## src/rtl/msps_pkg.sv

```systemverilog
`timescale 1ns / 1ps
// ----------------------------------------------------------------------------
// Servo pulse sequencer package
// Shared widths, reset values, item and register codes and the sequencer
// state type.
// ----------------------------------------------------------------------------
package msps_pkg;

	localparam int CHANNELS_DEF = 12;
	localparam int PINS         = 12;
	localparam int PULSE_W      = 12;
	localparam int VALUE_W      = 16;
	localparam int PERIOD_W     = 16;
	localparam int ELAPSED_W    = 17;
	localparam int KIND_W       = 2;
	localparam int CHAN_W       = 4;
	localparam int ANGLE_W      = 8;
	localparam int CFG_IDX_W    = 2;
	localparam int CFG_DATA_W   = 16;
	localparam int DIVN_W       = 20;
	localparam int DIVD_W       = 12;
	localparam int PROD_W       = 22;
	localparam int US_W         = 18;

	localparam logic [KIND_W-1:0] KIND_TICK    = 2'd0;
	localparam logic [KIND_W-1:0] KIND_ENABLE  = 2'd1;
	localparam logic [KIND_W-1:0] KIND_DISABLE = 2'd2;
	localparam logic [KIND_W-1:0] KIND_WRITE   = 2'd3;

	localparam logic [CFG_IDX_W-1:0] REG_MIN_PULSE     = 2'd0;
	localparam logic [CFG_IDX_W-1:0] REG_MAX_PULSE     = 2'd1;
	localparam logic [CFG_IDX_W-1:0] REG_DEFAULT_PULSE = 2'd2;
	localparam logic [CFG_IDX_W-1:0] REG_FRAME_PERIOD  = 2'd3;

	localparam logic [PULSE_W-1:0]  MIN_PULSE_RST     = 12'd544;
	localparam logic [PULSE_W-1:0]  MAX_PULSE_RST     = 12'd2400;
	localparam logic [PULSE_W-1:0]  DEFAULT_PULSE_RST = 12'd1500;
	localparam logic [PERIOD_W-1:0] FRAME_PERIOD_RST  = 16'd20000;

	localparam logic [ANGLE_W-1:0]          ANGLE_MAX   = 8'd180;
	localparam logic signed [VALUE_W-1:0]   ANGLE_LIMIT = 16'sd200;
	localparam logic [ELAPSED_W-1:0]        ELAPSED_MAX = 17'h1FFFF;

	typedef enum logic [3:0] {
		ST_IDLE,
		ST_EXEC,
		ST_SEARCH,
		ST_LOAD,
		ST_WDIV_GO,
		ST_WDIV,
		ST_WSTORE,
		ST_RB_RD,
		ST_RB_MUL,
		ST_RB_DIV_GO,
		ST_RB_DIV,
		ST_DONE
	} state_t;

endpackage

```

## src/rtl/msps_ram.sv

```systemverilog
`timescale 1ns / 1ps
// ----------------------------------------------------------------------------
// Generic RAM
// One write port and one read port with registered read data.
// ----------------------------------------------------------------------------
module msps_ram #(
	parameter int WIDTH = msps_pkg::PULSE_W,
	parameter int DEPTH = msps_pkg::CHANNELS_DEF
) (
	input  logic                                      clk,
	input  logic                                      we,
	input  logic [((DEPTH > 1) ? $clog2(DEPTH) : 1)-1:0] waddr,
	input  logic [WIDTH-1:0]                          wdata,
	input  logic [((DEPTH > 1) ? $clog2(DEPTH) : 1)-1:0] raddr,
	output logic [WIDTH-1:0]                          rdata
);

	logic [WIDTH-1:0] mem_q [DEPTH];

	always_ff @(posedge clk) begin
		if (we) begin
			mem_q[waddr] <= wdata;
		end
		rdata <= mem_q[raddr];
	end

endmodule

```

## src/rtl/msps_div.sv

```systemverilog
`timescale 1ns / 1ps
// ----------------------------------------------------------------------------
// Serial divider
// Unsigned restoring divider that retires one quotient bit per cycle.
// ----------------------------------------------------------------------------
module msps_div #(
	parameter int N_W = msps_pkg::DIVN_W,
	parameter int D_W = msps_pkg::DIVD_W
) (
	input  logic           clk,
	input  logic           arst_n,
	input  logic           start,
	input  logic [N_W-1:0] dividend,
	input  logic [D_W-1:0] divisor,
	output logic           done,
	output logic [N_W-1:0] quotient
);

	localparam int CNT_W = $clog2(N_W + 1);

	logic             busy_q;
	logic             done_q;
	logic [CNT_W-1:0] cnt_q;
	logic [N_W-1:0]   quo_q;
	logic [D_W-1:0]   rem_q;
	logic [D_W-1:0]   dvs_q;
	logic [D_W:0]     shifted;
	logic [D_W:0]     diff;
	logic             ge;

	always_comb begin
		shifted = {rem_q, quo_q[N_W-1]};
		diff    = shifted - {1'b0, dvs_q};
		ge      = shifted >= {1'b0, dvs_q};
	end

	always_ff @(posedge clk or negedge arst_n) begin
		if (!arst_n) begin
			busy_q <= 1'b0;
			done_q <= 1'b0;
			cnt_q  <= '0;
		end else begin
			done_q <= 1'b0;
			if (start) begin
				busy_q <= 1'b1;
				cnt_q  <= CNT_W'(N_W);
			end else if (busy_q) begin
				cnt_q <= cnt_q - CNT_W'(1);
				if (cnt_q == CNT_W'(1)) begin
					busy_q <= 1'b0;
					done_q <= 1'b1;
				end
			end
		end
	end

	always_ff @(posedge clk) begin
		if (start) begin
			quo_q <= dividend;
			rem_q <= '0;
			dvs_q <= divisor;
		end else if (busy_q) begin
			quo_q <= {quo_q[N_W-2:0], ge};
			rem_q <= ge ? diff[D_W-1:0] : shifted[D_W-1:0];
		end
	end

	assign done     = done_q;
	assign quotient = quo_q;

endmodule

```

## src/rtl/multichannel_servo_pulse_sequencer.sv

```systemverilog
`timescale 1ns / 1ps
// ----------------------------------------------------------------------------
// Multichannel servo pulse sequencer
// Takes one item at a time. Angle writes and the readback angle share the
// 20-step serial divider. A tick's slot search visits one channel per cycle.
// A new item is taken while the previous result waits in the output register.
// Asynchronous reset clears the control and configuration state at once; there
// is no clearing pass. Payload registers and the pulse RAM are not reset.
// ----------------------------------------------------------------------------
module multichannel_servo_pulse_sequencer #(
	parameter int CHANNELS = msps_pkg::CHANNELS_DEF
) (
	input  logic                                 clk,
	input  logic                                 arst_n,
	input  logic                                 in_valid,
	output logic                                 in_ready,
	input  logic [msps_pkg::KIND_W-1:0]          kind,
	input  logic [msps_pkg::CHAN_W-1:0]          channel,
	input  logic signed [msps_pkg::VALUE_W-1:0]  value,
	output logic                                 out_valid,
	input  logic                                 out_ready,
	output logic [msps_pkg::PINS-1:0]            pin_levels,
	output logic [msps_pkg::CHAN_W-1:0]          pulsing_channel,
	output logic [msps_pkg::PULSE_W-1:0]         readback_pulse,
	output logic [msps_pkg::ANGLE_W-1:0]         readback_angle,
	output logic                                 readback_enabled,
	input  logic                                 cfg_wen,
	input  logic [msps_pkg::CFG_IDX_W-1:0]       cfg_index,
	input  logic [msps_pkg::CFG_DATA_W-1:0]      cfg_data
);

	localparam int IDX_W  = (CHANNELS > 1) ? $clog2(CHANNELS) : 1;
	localparam int SLOT_W = $clog2(CHANNELS + 1);
	localparam logic [SLOT_W-1:0] SLOT_IDLE = SLOT_W'(CHANNELS);

	msps_pkg::state_t state_q, state_n;

	logic [msps_pkg::PULSE_W-1:0]     min_q, max_q, def_q;
	logic [msps_pkg::PERIOD_W-1:0]    period_q;
	logic [CHANNELS-1:0]              en_q, vld_q;
	logic [SLOT_W-1:0]                slot_q, srch_q;
	logic [msps_pkg::PERIOD_W-1:0]    rem_q;
	logic [msps_pkg::ELAPSED_W-1:0]   elapsed_q;
	logic                             rd_vld_q;
	logic                             out_valid_q;

	logic [msps_pkg::KIND_W-1:0]         kind_q;
	logic [msps_pkg::CHAN_W-1:0]         chan_q;
	logic signed [msps_pkg::VALUE_W-1:0] value_q;
	logic signed [msps_pkg::PROD_W-1:0]  prod_q;
	logic signed [msps_pkg::US_W-1:0]    us_q;
	logic [msps_pkg::PULSE_W-1:0]        rb_pulse_q;
	logic [msps_pkg::ANGLE_W-1:0]        rb_angle_q;
	logic                                rb_en_q;
	logic [msps_pkg::PINS-1:0]           pins_q;
	logic [msps_pkg::CHAN_W-1:0]         pch_q;
	logic [msps_pkg::PULSE_W-1:0]        opulse_q;
	logic [msps_pkg::ANGLE_W-1:0]        oangle_q;
	logic                                oen_q;

	logic                             chan_ok;
	logic [IDX_W-1:0]                 chan_idx, srch_idx;
	logic                             srch_end;
	logic signed [12:0]               span;
	logic [12:0]                      span_mag;
	logic [msps_pkg::PULSE_W-1:0]     pulse_rd;
	logic [msps_pkg::ANGLE_W-1:0]     angle_in;
	logic signed [msps_pkg::PROD_W-1:0] wprod, rprod;
	logic signed [12:0]               diff_rb;
	logic [msps_pkg::PROD_W-1:0]      prod_mag;
	logic signed [msps_pkg::US_W-1:0] q18, qs, us_ang, min18, max18, us_lo, us_cl;
	logic [msps_pkg::PERIOD_W-1:0]    gap;
	logic [msps_pkg::ELAPSED_W-1:0]   elapsed_inc;
	logic [msps_pkg::PERIOD_W-1:0]    rem_dec;
	logic                             tick_event;
	logic [msps_pkg::ANGLE_W-1:0]     rb_angle_n;
	logic                             load_out;
	logic [msps_pkg::PINS-1:0]        pins_n;
	logic [4:0]                       slot5;
	msps_pkg::state_t                 after_st;

	logic                             ram_we;
	logic [IDX_W-1:0]                 ram_raddr;
	logic [msps_pkg::PULSE_W-1:0]     ram_wdata, ram_rdata;
	logic                             div_start, div_done;
	logic [msps_pkg::DIVD_W-1:0]      div_divisor;
	logic [msps_pkg::DIVN_W-1:0]      div_quo;

	msps_ram #(
		.WIDTH(msps_pkg::PULSE_W),
		.DEPTH(CHANNELS)
	) u_pulse_ram (
		.clk  (clk),
		.we   (ram_we),
		.waddr(chan_idx),
		.wdata(ram_wdata),
		.raddr(ram_raddr),
		.rdata(ram_rdata)
	);

	msps_div #(
		.N_W(msps_pkg::DIVN_W),
		.D_W(msps_pkg::DIVD_W)
	) u_div (
		.clk     (clk),
		.arst_n  (arst_n),
		.start   (div_start),
		.dividend(prod_mag[msps_pkg::DIVN_W-1:0]),
		.divisor (div_divisor),
		.done    (div_done),
		.quotient(div_quo)
	);

	// Datapath terms.
	always_comb begin
		chan_ok  = {1'b0, chan_q} < 5'(CHANNELS);
		chan_idx = chan_q[IDX_W-1:0];
		srch_idx = srch_q[IDX_W-1:0];
		srch_end = srch_q >= SLOT_IDLE;
		span     = $signed({1'b0, max_q}) - $signed({1'b0, min_q});
		span_mag = span[12] ? 13'(-span) : 13'(span);
		pulse_rd = ram_rdata & {msps_pkg::PULSE_W{rd_vld_q}};

		if (value_q < 0) begin
			angle_in = '0;
		end else if (value_q > $signed({8'd0, msps_pkg::ANGLE_MAX})) begin
			angle_in = msps_pkg::ANGLE_MAX;
		end else begin
			angle_in = value_q[msps_pkg::ANGLE_W-1:0];
		end
		wprod    = span * $signed({1'b0, angle_in});
		diff_rb  = $signed({1'b0, pulse_rd}) - $signed({1'b0, min_q});
		rprod    = diff_rb * $signed({1'b0, msps_pkg::ANGLE_MAX});
		prod_mag = prod_q[msps_pkg::PROD_W-1] ? msps_pkg::PROD_W'(-prod_q)
		                                      : msps_pkg::PROD_W'(prod_q);
		div_divisor = (state_q == msps_pkg::ST_WDIV_GO)
		              ? {4'd0, msps_pkg::ANGLE_MAX} : span_mag[msps_pkg::DIVD_W-1:0];

		q18    = $signed({1'b0, div_quo[16:0]});
		qs     = prod_q[msps_pkg::PROD_W-1] ? -q18 : q18;
		min18  = $signed({6'd0, min_q});
		max18  = $signed({6'd0, max_q});
		us_ang = min18 + qs;
		us_lo  = (us_q < min18) ? min18 : us_q;
		us_cl  = (us_lo > max18) ? max18 : us_lo;

		if ((prod_q[msps_pkg::PROD_W-1] ^ span[12]) == 1'b1) begin
			rb_angle_n = '0;
		end else if (div_quo > msps_pkg::DIVN_W'(msps_pkg::ANGLE_MAX)) begin
			rb_angle_n = msps_pkg::ANGLE_MAX;
		end else begin
			rb_angle_n = div_quo[msps_pkg::ANGLE_W-1:0];
		end

		gap = (elapsed_q < {1'b0, period_q})
		      ? period_q - elapsed_q[msps_pkg::PERIOD_W-1:0] : '0;
		elapsed_inc = (elapsed_q == msps_pkg::ELAPSED_MAX)
		              ? elapsed_q : elapsed_q + 17'd1;
		rem_dec     = (rem_q != '0) ? rem_q - 16'd1 : rem_q;
		tick_event  = rem_dec == '0;

		slot5 = 5'(slot_q);
		for (int i = 0; i < msps_pkg::PINS; i++) begin
			pins_n[i] = (i < CHANNELS) && (slot5 == 5'(i));
		end

		after_st  = chan_ok ? msps_pkg::ST_RB_RD : msps_pkg::ST_DONE;
		ram_wdata = (kind_q == msps_pkg::KIND_ENABLE) ? def_q : us_cl[msps_pkg::PULSE_W-1:0];
		load_out  = !out_valid_q || out_ready;
	end

	// Sequencer.
	always_ff @(posedge clk or negedge arst_n) begin
		if (!arst_n) begin
			state_q <= msps_pkg::ST_IDLE;
		end else begin
			state_q <= state_n;
		end
	end

	always_comb begin
		state_n   = state_q;
		in_ready  = 1'b0;
		ram_we    = 1'b0;
		ram_raddr = chan_idx;
		div_start = 1'b0;
		case (state_q)
			msps_pkg::ST_IDLE: begin
				in_ready = 1'b1;
				if (in_valid) begin
					state_n = msps_pkg::ST_EXEC;
				end
			end
			msps_pkg::ST_EXEC: begin
				case (kind_q)
					msps_pkg::KIND_TICK: begin
						state_n = tick_event ? msps_pkg::ST_SEARCH : after_st;
					end
					msps_pkg::KIND_ENABLE: begin
						ram_we  = chan_ok;
						state_n = after_st;
					end
					msps_pkg::KIND_WRITE: begin
						if (!chan_ok) begin
							state_n = msps_pkg::ST_DONE;
						end else if (value_q >= msps_pkg::ANGLE_LIMIT) begin
							state_n = msps_pkg::ST_WSTORE;
						end else begin
							state_n = msps_pkg::ST_WDIV_GO;
						end
					end
					default: begin
						state_n = after_st;
					end
				endcase
			end
			msps_pkg::ST_SEARCH: begin
				ram_raddr = srch_idx;
				if (srch_end) begin
					state_n = after_st;
				end else if (en_q[srch_idx]) begin
					state_n = msps_pkg::ST_LOAD;
				end
			end
			msps_pkg::ST_LOAD: begin
				state_n = after_st;
			end
			msps_pkg::ST_WDIV_GO: begin
				div_start = 1'b1;
				state_n   = msps_pkg::ST_WDIV;
			end
			msps_pkg::ST_WDIV: begin
				if (div_done) begin
					state_n = msps_pkg::ST_WSTORE;
				end
			end
			msps_pkg::ST_WSTORE: begin
				ram_we  = 1'b1;
				state_n = msps_pkg::ST_RB_RD;
			end
			msps_pkg::ST_RB_RD: begin
				state_n = msps_pkg::ST_RB_MUL;
			end
			msps_pkg::ST_RB_MUL: begin
				state_n = (span == '0) ? msps_pkg::ST_DONE : msps_pkg::ST_RB_DIV_GO;
			end
			msps_pkg::ST_RB_DIV_GO: begin
				div_start = 1'b1;
				state_n   = msps_pkg::ST_RB_DIV;
			end
			msps_pkg::ST_RB_DIV: begin
				if (div_done) begin
					state_n = msps_pkg::ST_DONE;
				end
			end
			msps_pkg::ST_DONE: begin
				if (load_out) begin
					state_n = msps_pkg::ST_IDLE;
				end
			end
			default: begin
				state_n = msps_pkg::ST_IDLE;
			end
		endcase
	end

	// Control and configuration state.
	always_ff @(posedge clk or negedge arst_n) begin
		if (!arst_n) begin
			min_q       <= msps_pkg::MIN_PULSE_RST;
			max_q       <= msps_pkg::MAX_PULSE_RST;
			def_q       <= msps_pkg::DEFAULT_PULSE_RST;
			period_q    <= msps_pkg::FRAME_PERIOD_RST;
			en_q        <= '0;
			vld_q       <= '0;
			slot_q      <= SLOT_IDLE;
			srch_q      <= '0;
			rem_q       <= '0;
			elapsed_q   <= '0;
			rd_vld_q    <= 1'b0;
			out_valid_q <= 1'b0;
		end else begin
			if (cfg_wen) begin
				case (cfg_index)
					msps_pkg::REG_MIN_PULSE:     min_q    <= cfg_data[msps_pkg::PULSE_W-1:0];
					msps_pkg::REG_MAX_PULSE:     max_q    <= cfg_data[msps_pkg::PULSE_W-1:0];
					msps_pkg::REG_DEFAULT_PULSE: def_q    <= cfg_data[msps_pkg::PULSE_W-1:0];
					msps_pkg::REG_FRAME_PERIOD:  period_q <= cfg_data[msps_pkg::PERIOD_W-1:0];
					default: ;
				endcase
			end

			rd_vld_q <= vld_q[ram_raddr];

			case (state_q)
				msps_pkg::ST_EXEC: begin
					if (kind_q == msps_pkg::KIND_TICK) begin
						elapsed_q <= elapsed_inc;
						rem_q     <= rem_dec;
						if (tick_event) begin
							if (slot_q >= SLOT_IDLE) begin
								elapsed_q <= '0;
								srch_q    <= '0;
							end else begin
								srch_q <= slot_q + SLOT_W'(1);
							end
						end
					end else if (chan_ok && kind_q == msps_pkg::KIND_ENABLE) begin
						en_q[chan_idx]  <= 1'b1;
						vld_q[chan_idx] <= 1'b1;
					end else if (chan_ok && kind_q == msps_pkg::KIND_DISABLE) begin
						en_q[chan_idx] <= 1'b0;
					end
				end
				msps_pkg::ST_SEARCH: begin
					if (srch_end) begin
						slot_q <= SLOT_IDLE;
						rem_q  <= gap;
					end else if (en_q[srch_idx]) begin
						slot_q <= srch_q;
					end else begin
						srch_q <= srch_q + SLOT_W'(1);
					end
				end
				msps_pkg::ST_LOAD: begin
					rem_q <= {4'd0, pulse_rd};
				end
				msps_pkg::ST_WSTORE: begin
					vld_q[chan_idx] <= 1'b1;
				end
				default: ;
			endcase

			if (state_q == msps_pkg::ST_DONE && load_out) begin
				out_valid_q <= 1'b1;
			end else if (out_ready) begin
				out_valid_q <= 1'b0;
			end
		end
	end

	// Item and result payload.
	always_ff @(posedge clk) begin
		case (state_q)
			msps_pkg::ST_IDLE: begin
				if (in_valid) begin
					kind_q  <= kind;
					chan_q  <= channel;
					value_q <= value;
				end
			end
			msps_pkg::ST_EXEC: begin
				rb_pulse_q <= '0;
				rb_angle_q <= '0;
				rb_en_q    <= 1'b0;
				us_q       <= msps_pkg::US_W'(value_q);
				prod_q     <= wprod;
			end
			msps_pkg::ST_WDIV: begin
				if (div_done) begin
					us_q <= us_ang;
				end
			end
			msps_pkg::ST_RB_MUL: begin
				rb_pulse_q <= pulse_rd;
				rb_en_q    <= en_q[chan_idx];
				prod_q     <= rprod;
			end
			msps_pkg::ST_RB_DIV: begin
				if (div_done) begin
					rb_angle_q <= rb_angle_n;
				end
			end
			msps_pkg::ST_DONE: begin
				if (load_out) begin
					pins_q   <= pins_n;
					pch_q    <= slot5[msps_pkg::CHAN_W-1:0];
					opulse_q <= rb_pulse_q;
					oangle_q <= rb_angle_q;
					oen_q    <= rb_en_q;
				end
			end
			default: ;
		endcase
	end

	assign out_valid        = out_valid_q;
	assign pin_levels       = pins_q;
	assign pulsing_channel  = pch_q;
	assign readback_pulse   = opulse_q;
	assign readback_angle   = oangle_q;
	assign readback_enabled = oen_q;

	// The active slot is a channel or the idle code, never beyond it.
	a_slot_range: assert property (@(posedge clk) disable iff (!arst_n)
		slot_q <= SLOT_IDLE)
		else $error("slot register beyond idle code");

	// A finished division only arrives while the sequencer waits for it.
	a_div_done_state: assert property (@(posedge clk) disable iff (!arst_n)
		div_done |-> (state_q == msps_pkg::ST_WDIV || state_q == msps_pkg::ST_RB_DIV))
		else $error("divider finished outside a wait state");

	// At most one pin is high in any delivered result.
	a_one_pin: assert property (@(posedge clk) disable iff (!arst_n)
		out_valid |-> $onehot0(pin_levels))
		else $error("more than one servo pin high");

	// The readback angle stays inside the degree range.
	a_angle_range: assert property (@(posedge clk) disable iff (!arst_n)
		out_valid |-> readback_angle <= msps_pkg::ANGLE_MAX)
		else $error("readback angle out of range");

endmodule

```

## config.mk

```make
export PLATFORM = sky130hd
export DESIGN_NAME = multichannel_servo_pulse_sequencer
export DESIGN_NICKNAME = d
export VERILOG_FILES = /design/src/rtl/msps_pkg.sv /design/src/rtl/msps_ram.sv /design/src/rtl/msps_div.sv /design/src/rtl/multichannel_servo_pulse_sequencer.sv
export SDC_FILE = /design/constraint.sdc
export NUM_CORES = 1
export LEC_CHECK = 0
export BUFFER_PORTS_ARGS = -buffer_cell sky130_fd_sc_hd__buf_2
export CAP_MARGIN = 20
export CORE_MARGIN = 2
export CORE_UTILIZATION = 60
export CTS_CLUSTER_DIAMETER = 120
export CTS_CLUSTER_SIZE = 25
export DETAILED_ROUTE_END_ITERATION = 7
export PLACE_DENSITY_LB_ADDON = 0.15
export SYNTH_ARGS = -nofsm -noshare
export SYNTH_HDL_FRONTEND = slang
export SYNTH_SLANG_ARGS = --single-unit
export TNS_END_PERCENT = 50
```

## constraint.sdc

```tcl
create_clock -name clk -period 18.3 [get_ports clk]
set_input_delay 2.745 -clock clk [delete_from_list [all_inputs] [get_ports clk]]
set_output_delay 2.745 -clock clk [all_outputs]
set_load 0.02 [all_outputs]
```

==> impl_summary.md <==
Global routing
The via count of the first global-routing pass came to roughly 20000. The initial antenna violation count was 4. The total congestion overflow after global routing is 0. Global routing used between 30% and 40% of the available tracks.

Entering global routing, the biggest net connects 76 pins. The first global-routing pass estimated between 100000 and 150000 um of wire.

Yosys
The synthesized netlist net count is just over 3000. The xor and xnor fraction of the mapped netlist area is under 10%. The compound-gate portion of the synthesized area is roughly a tenth. The synthesized cell area is between 20000 and 30000 sq um. Of the total synthesized cell area, the portion taken by AND, OR, NAND and NOR gates is between 10% and 20%. By area the synthesized netlist is led by sky130_fd_sc_hd__edfxtp_1 (30%), sky130_fd_sc_hd__dfrtp_1 (9.4%), sky130_fd_sc_hd__ha_1 (8.8%), sky130_fd_sc_hd__fa_1 (7.6%), sky130_fd_sc_hd__inv_1 (3.9%). During synthesis, Yosys emitted a total of 0 warnings. The cell count after synthesis came out at between 2000 and 3000.

Synthesis inferred 449 register bits. The synthesized netlist devotes between 10% and 20% of its cell area to adder and majority cells. The mean cell area of the mapped netlist is roughly 11 sq um. In this run, synthesis inferred 295 flip-flops with an integrated enable. The proportion of synthesized area in mux cells is 7.85%.

The number of unique standard cell types used by synthesis is 79. The synthesized design devotes to its leading area cell type between 30 and 40% of total area. For this run, the leading register cell type out of synthesis is sky130_fd_sc_hd__edfxtp_1. After synthesis, the largest family of logic cells by area is adder cells. The share of flip-flops with an asynchronous set or reset after synthesis is 29.0%. The share of the Yosys chip area taken by registers is a little over two fifths. The synthesized design spends more area on one cell type than any other, namely sky130_fd_sc_hd__edfxtp_1.

Route
Summed over all nets, wire length on met3 after detailed routing comes to slightly above 7000 um. In the routed design, unresolved DRC markers number 0. The first TritonRoute pass finished after 5 iterations. The detailed route wirelength on metal2 is between 30000 and 40000 um. The average wire per cell in the routed design is approximately 22 um. Across all layers, the routed design uses approximately 21000 vias. In the routed layout, each cell is associated on average with a via count of 6.08. The count of antenna-violating nets left after detailed routing is 0. The highest layer touched by signal routing is met5. The detailed router finished its first iteration with 1813 violations.

Summed over all layers, the routed wires come to 75600 um. The routed metal-1 wire length is 33100 um.

STA
The relative max-transition margin is between 20% and 30%. The top achievable clock speed is around 130 MHz. Setup repair after global routing left no endpoint under its margin. The final number of max-transition violations is 0. At the pin with the least slew margin, the transition time is approximately 1.1 ns. Setup violations remaining at the end of the flow were counted as 0. The worst path uses a little over two fifths of the clock period.

The clock period could shrink to just under 8 ns. For the final routed database, the setup TNS stands at 0 ns. The worst path meets setup with roughly 11 ns of slack. The hold violation total from the final report came to 0. Clock skew on the completed layout was measured at 0.0289 ns.

Finish
The fraction of layout instances using a drive strength above 1 is about an eighth. The library cell used most frequently in the layout, excluding fill and tap cells, is sky130_fd_sc_hd__inv_1. The net count of the finished layout is about 3100. The share of the core filled with cells in the final layout is roughly two thirds. The multi-input combinational cell area is around 15000 sq um.

Compared with the post-synthesis result, the final layout area differs by 6.59%. Leaving out fill and tap cells, the most frequent cells in the layout are sky130_fd_sc_hd__inv_1 (305), sky130_fd_sc_hd__edfxtp_1 (295), sky130_fd_sc_hd__nand2_1 (222), sky130_fd_sc_hd__nor2_1 (220), sky130_fd_sc_hd__ha_1 (206). The footprint of the flip-flops and latches is around 13000 sq um. Counting the fill cells in the layout gives about 3700.

Clock network
The clock tree from TritonCTS is yes. After clock tree synthesis, the clock-pin slew on the worst setup and hold paths is 0.11 ns. The clock reaches the later pin of the worst-skew pair after 0.59 ns. The TritonCTS sink count is 449. The clock buffer count from CTS is 22.

The quantity of hold-fixing buffers added after cts is 0. The longest clock path from root to sink contains 3 buffers. The number of setup buffers added after CTS is 0. The tree is rooted in a sky130_fd_sc_hd__clkbuf_16. The H-tree depth is 1.

After clock tree synthesis, the repair step resized 0 gates.

Floorplanning
The number of cell rows is 80. Once the floorplan was initialized, standard cells occupied ~61% of the core. The die covers around 50000 sq um. Pin placement for this block handled 84 I/O pins.

The floorplan step set the die height to between 200 and 250 um. After floorplanning, the core was sized to cover between 40000 and 50000 sq um. The x dimension of the die is roughly 220 um.

Worst setup path
The setup path with the least slack is of type reg2reg. The sort of element at the end of the critical path is a flip-flop. The worst path required time is approximately 19 ns. At the worst endpoint, the arrival time is slightly above 8 ns. The critical path startpoint category is a flip-flop. The highest net fanout along the worst path is 11.

Run
The max-cap violation count is 0.

Placed design
At the placement stage, the worst setup path has a slack of 10.63 ns. Detailed placement ended at an HPWL of 57700 um. The port buffer count is 83. The placer congestion estimate is between 0.9 and 1.

Hold path
The worst hold path belongs to the class reg2reg.

Run status
The run finished with clean final reports.
[path summary, 6_finish.rpt]
kind / slack [ns] / endpoint / startpoint / cells after the start
min in group asynchronous: 2.14 / min_q[3] / arst_n / 1
worst max-delay path: 10.51 / prod_q[21] / min_q[1] / 24
worst max register to register: 10.51 / prod_q[21] / min_q[1] / 24
max in group asynchronous: 14.76 / rem_q[11] / arst_n / 2
worst min register to register: 0.42 / readback_pulse[11] / rb_pulse_q[11] / 0
worst min-delay path: 0.42 / readback_pulse[11] / rb_pulse_q[11] / 0
[metrics by stage]
| stage | cell area [sq um] | instances | hold slack [ns] |
|---|---|---|---|
| floorplan | 29200 | 2714 | 0.400 |
| global placement | 30400 | 3360 | 0.404 |
| detailed placement | 30400 | 3364 | 0.405 |
| CTS | 31100 | 3403 | 0.426 |
| global route | 31100 | 3408 | 0.437 |
| finish | 31100 | 3410 | 0.425 |
[cell families (layout without fill, tap and decap cells)]
family / Yosys count / count (layout)
flip-flops: 449 / 449
AND/OR/NAND/NOR: 746 / 746
adder cells (fa/ha/maj): 317 / 317
buffers and inverters: 398 / 477
AO/OA/AOI/OAI: 485 / 485
other: 0 / 2
XOR/XNOR: 155 / 155
multiplexers: 164 / 164
[registers in the layout (all words and copies together) (netlist names), 16 cells and up, named ones only]
signal / count
elapsed_q: 17
rem_q: 16
prod_q: 21
us_q: 18
value_q: 16
u_pulse_ram.mem_q: 144
u_div.quotient: 20
period_q: 16
[per-layer routing]
| layer | vias to the layer above | global-route usage [%] |
|---|---|---|
| met1 | 10200 | 43.8 |
| li1 | 9621 | - |
| met2 | 818 | 45.8 |
| met5 | - | 0 |
| met3 | 130 | 7.45 |
| met4 | 4 | 8.84 |
[critical path, cell delays in order, from the launching register on]
cell and delay, ns:
sky130_fd_sc_hd__dfrtp_1 0.47, sky130_fd_sc_hd__inv_1 0.17, sky130_fd_sc_hd__ha_1 0.32, sky130_fd_sc_hd__nor2b_1 0.14, sky130_fd_sc_hd__o31a_1 0.26, sky130_fd_sc_hd__o21ai_0 0.33
sky130_fd_sc_hd__a21oi_1 0.14, sky130_fd_sc_hd__xor2_1 0.81, sky130_fd_sc_hd__nand2_1 0.15, sky130_fd_sc_hd__fa_1 0.53, sky130_fd_sc_hd__inv_1 0.05, sky130_fd_sc_hd__fa_1 0.46
sky130_fd_sc_hd__fa_1 0.54, sky130_fd_sc_hd__inv_1 0.06, sky130_fd_sc_hd__fa_1 0.57, sky130_fd_sc_hd__inv_1 0.06, sky130_fd_sc_hd__ha_1 0.35, sky130_fd_sc_hd__a2111oi_0 0.41
sky130_fd_sc_hd__o21ai_0 0.20, sky130_fd_sc_hd__a311oi_1 0.44, sky130_fd_sc_hd__o21ai_0 0.27, sky130_fd_sc_hd__a41oi_1 0.36, sky130_fd_sc_hd__mux2i_1 0.24, sky130_fd_sc_hd__a22o_1 0.14
sky130_fd_sc_hd__o21ai_0 0.07
[Yosys cell counts (all sizes together), types with 17 or more instances]
| library cell | count |
|---|---|
| a211oi | 19 |
| a21o | 31 |
| a21oi | 116 |
| a31oi | 17 |
| and2 | 52 |
| clkbuf | 78 |
| dfrtp | 110 |
| dfstp | 20 |
| dfxtp | 24 |
| edfxtp | 295 |
| fa | 111 |
| ha | 206 |
| inv | 305 |
| mux2 | 71 |
| mux2i | 48 |
| mux4 | 45 |
| nand2 | 222 |
| nand2b | 26 |
| nand3 | 39 |
| nor2 | 226 |
| nor2b | 29 |
| nor3 | 45 |
| o21a | 17 |
| o21ai | 149 |
| o31ai | 21 |
| or3 | 22 |
| xnor2 | 93 |
| xor2 | 62 |
[final cells by class]
class	instances	share of cell area [%]
clock inverter	3	0.145
tap	615	2.47
multi-input combinational	1867	48.6
inverter	305	3.68
clock buffer	36	1.94
sequential	449	40.5
timing repair buffer	133	2.61
antenna	2	0.0161
Power is left out: the tool's default activity adds up to more than one toggle a clock period on the data nets, which glitch-free logic cannot reach.
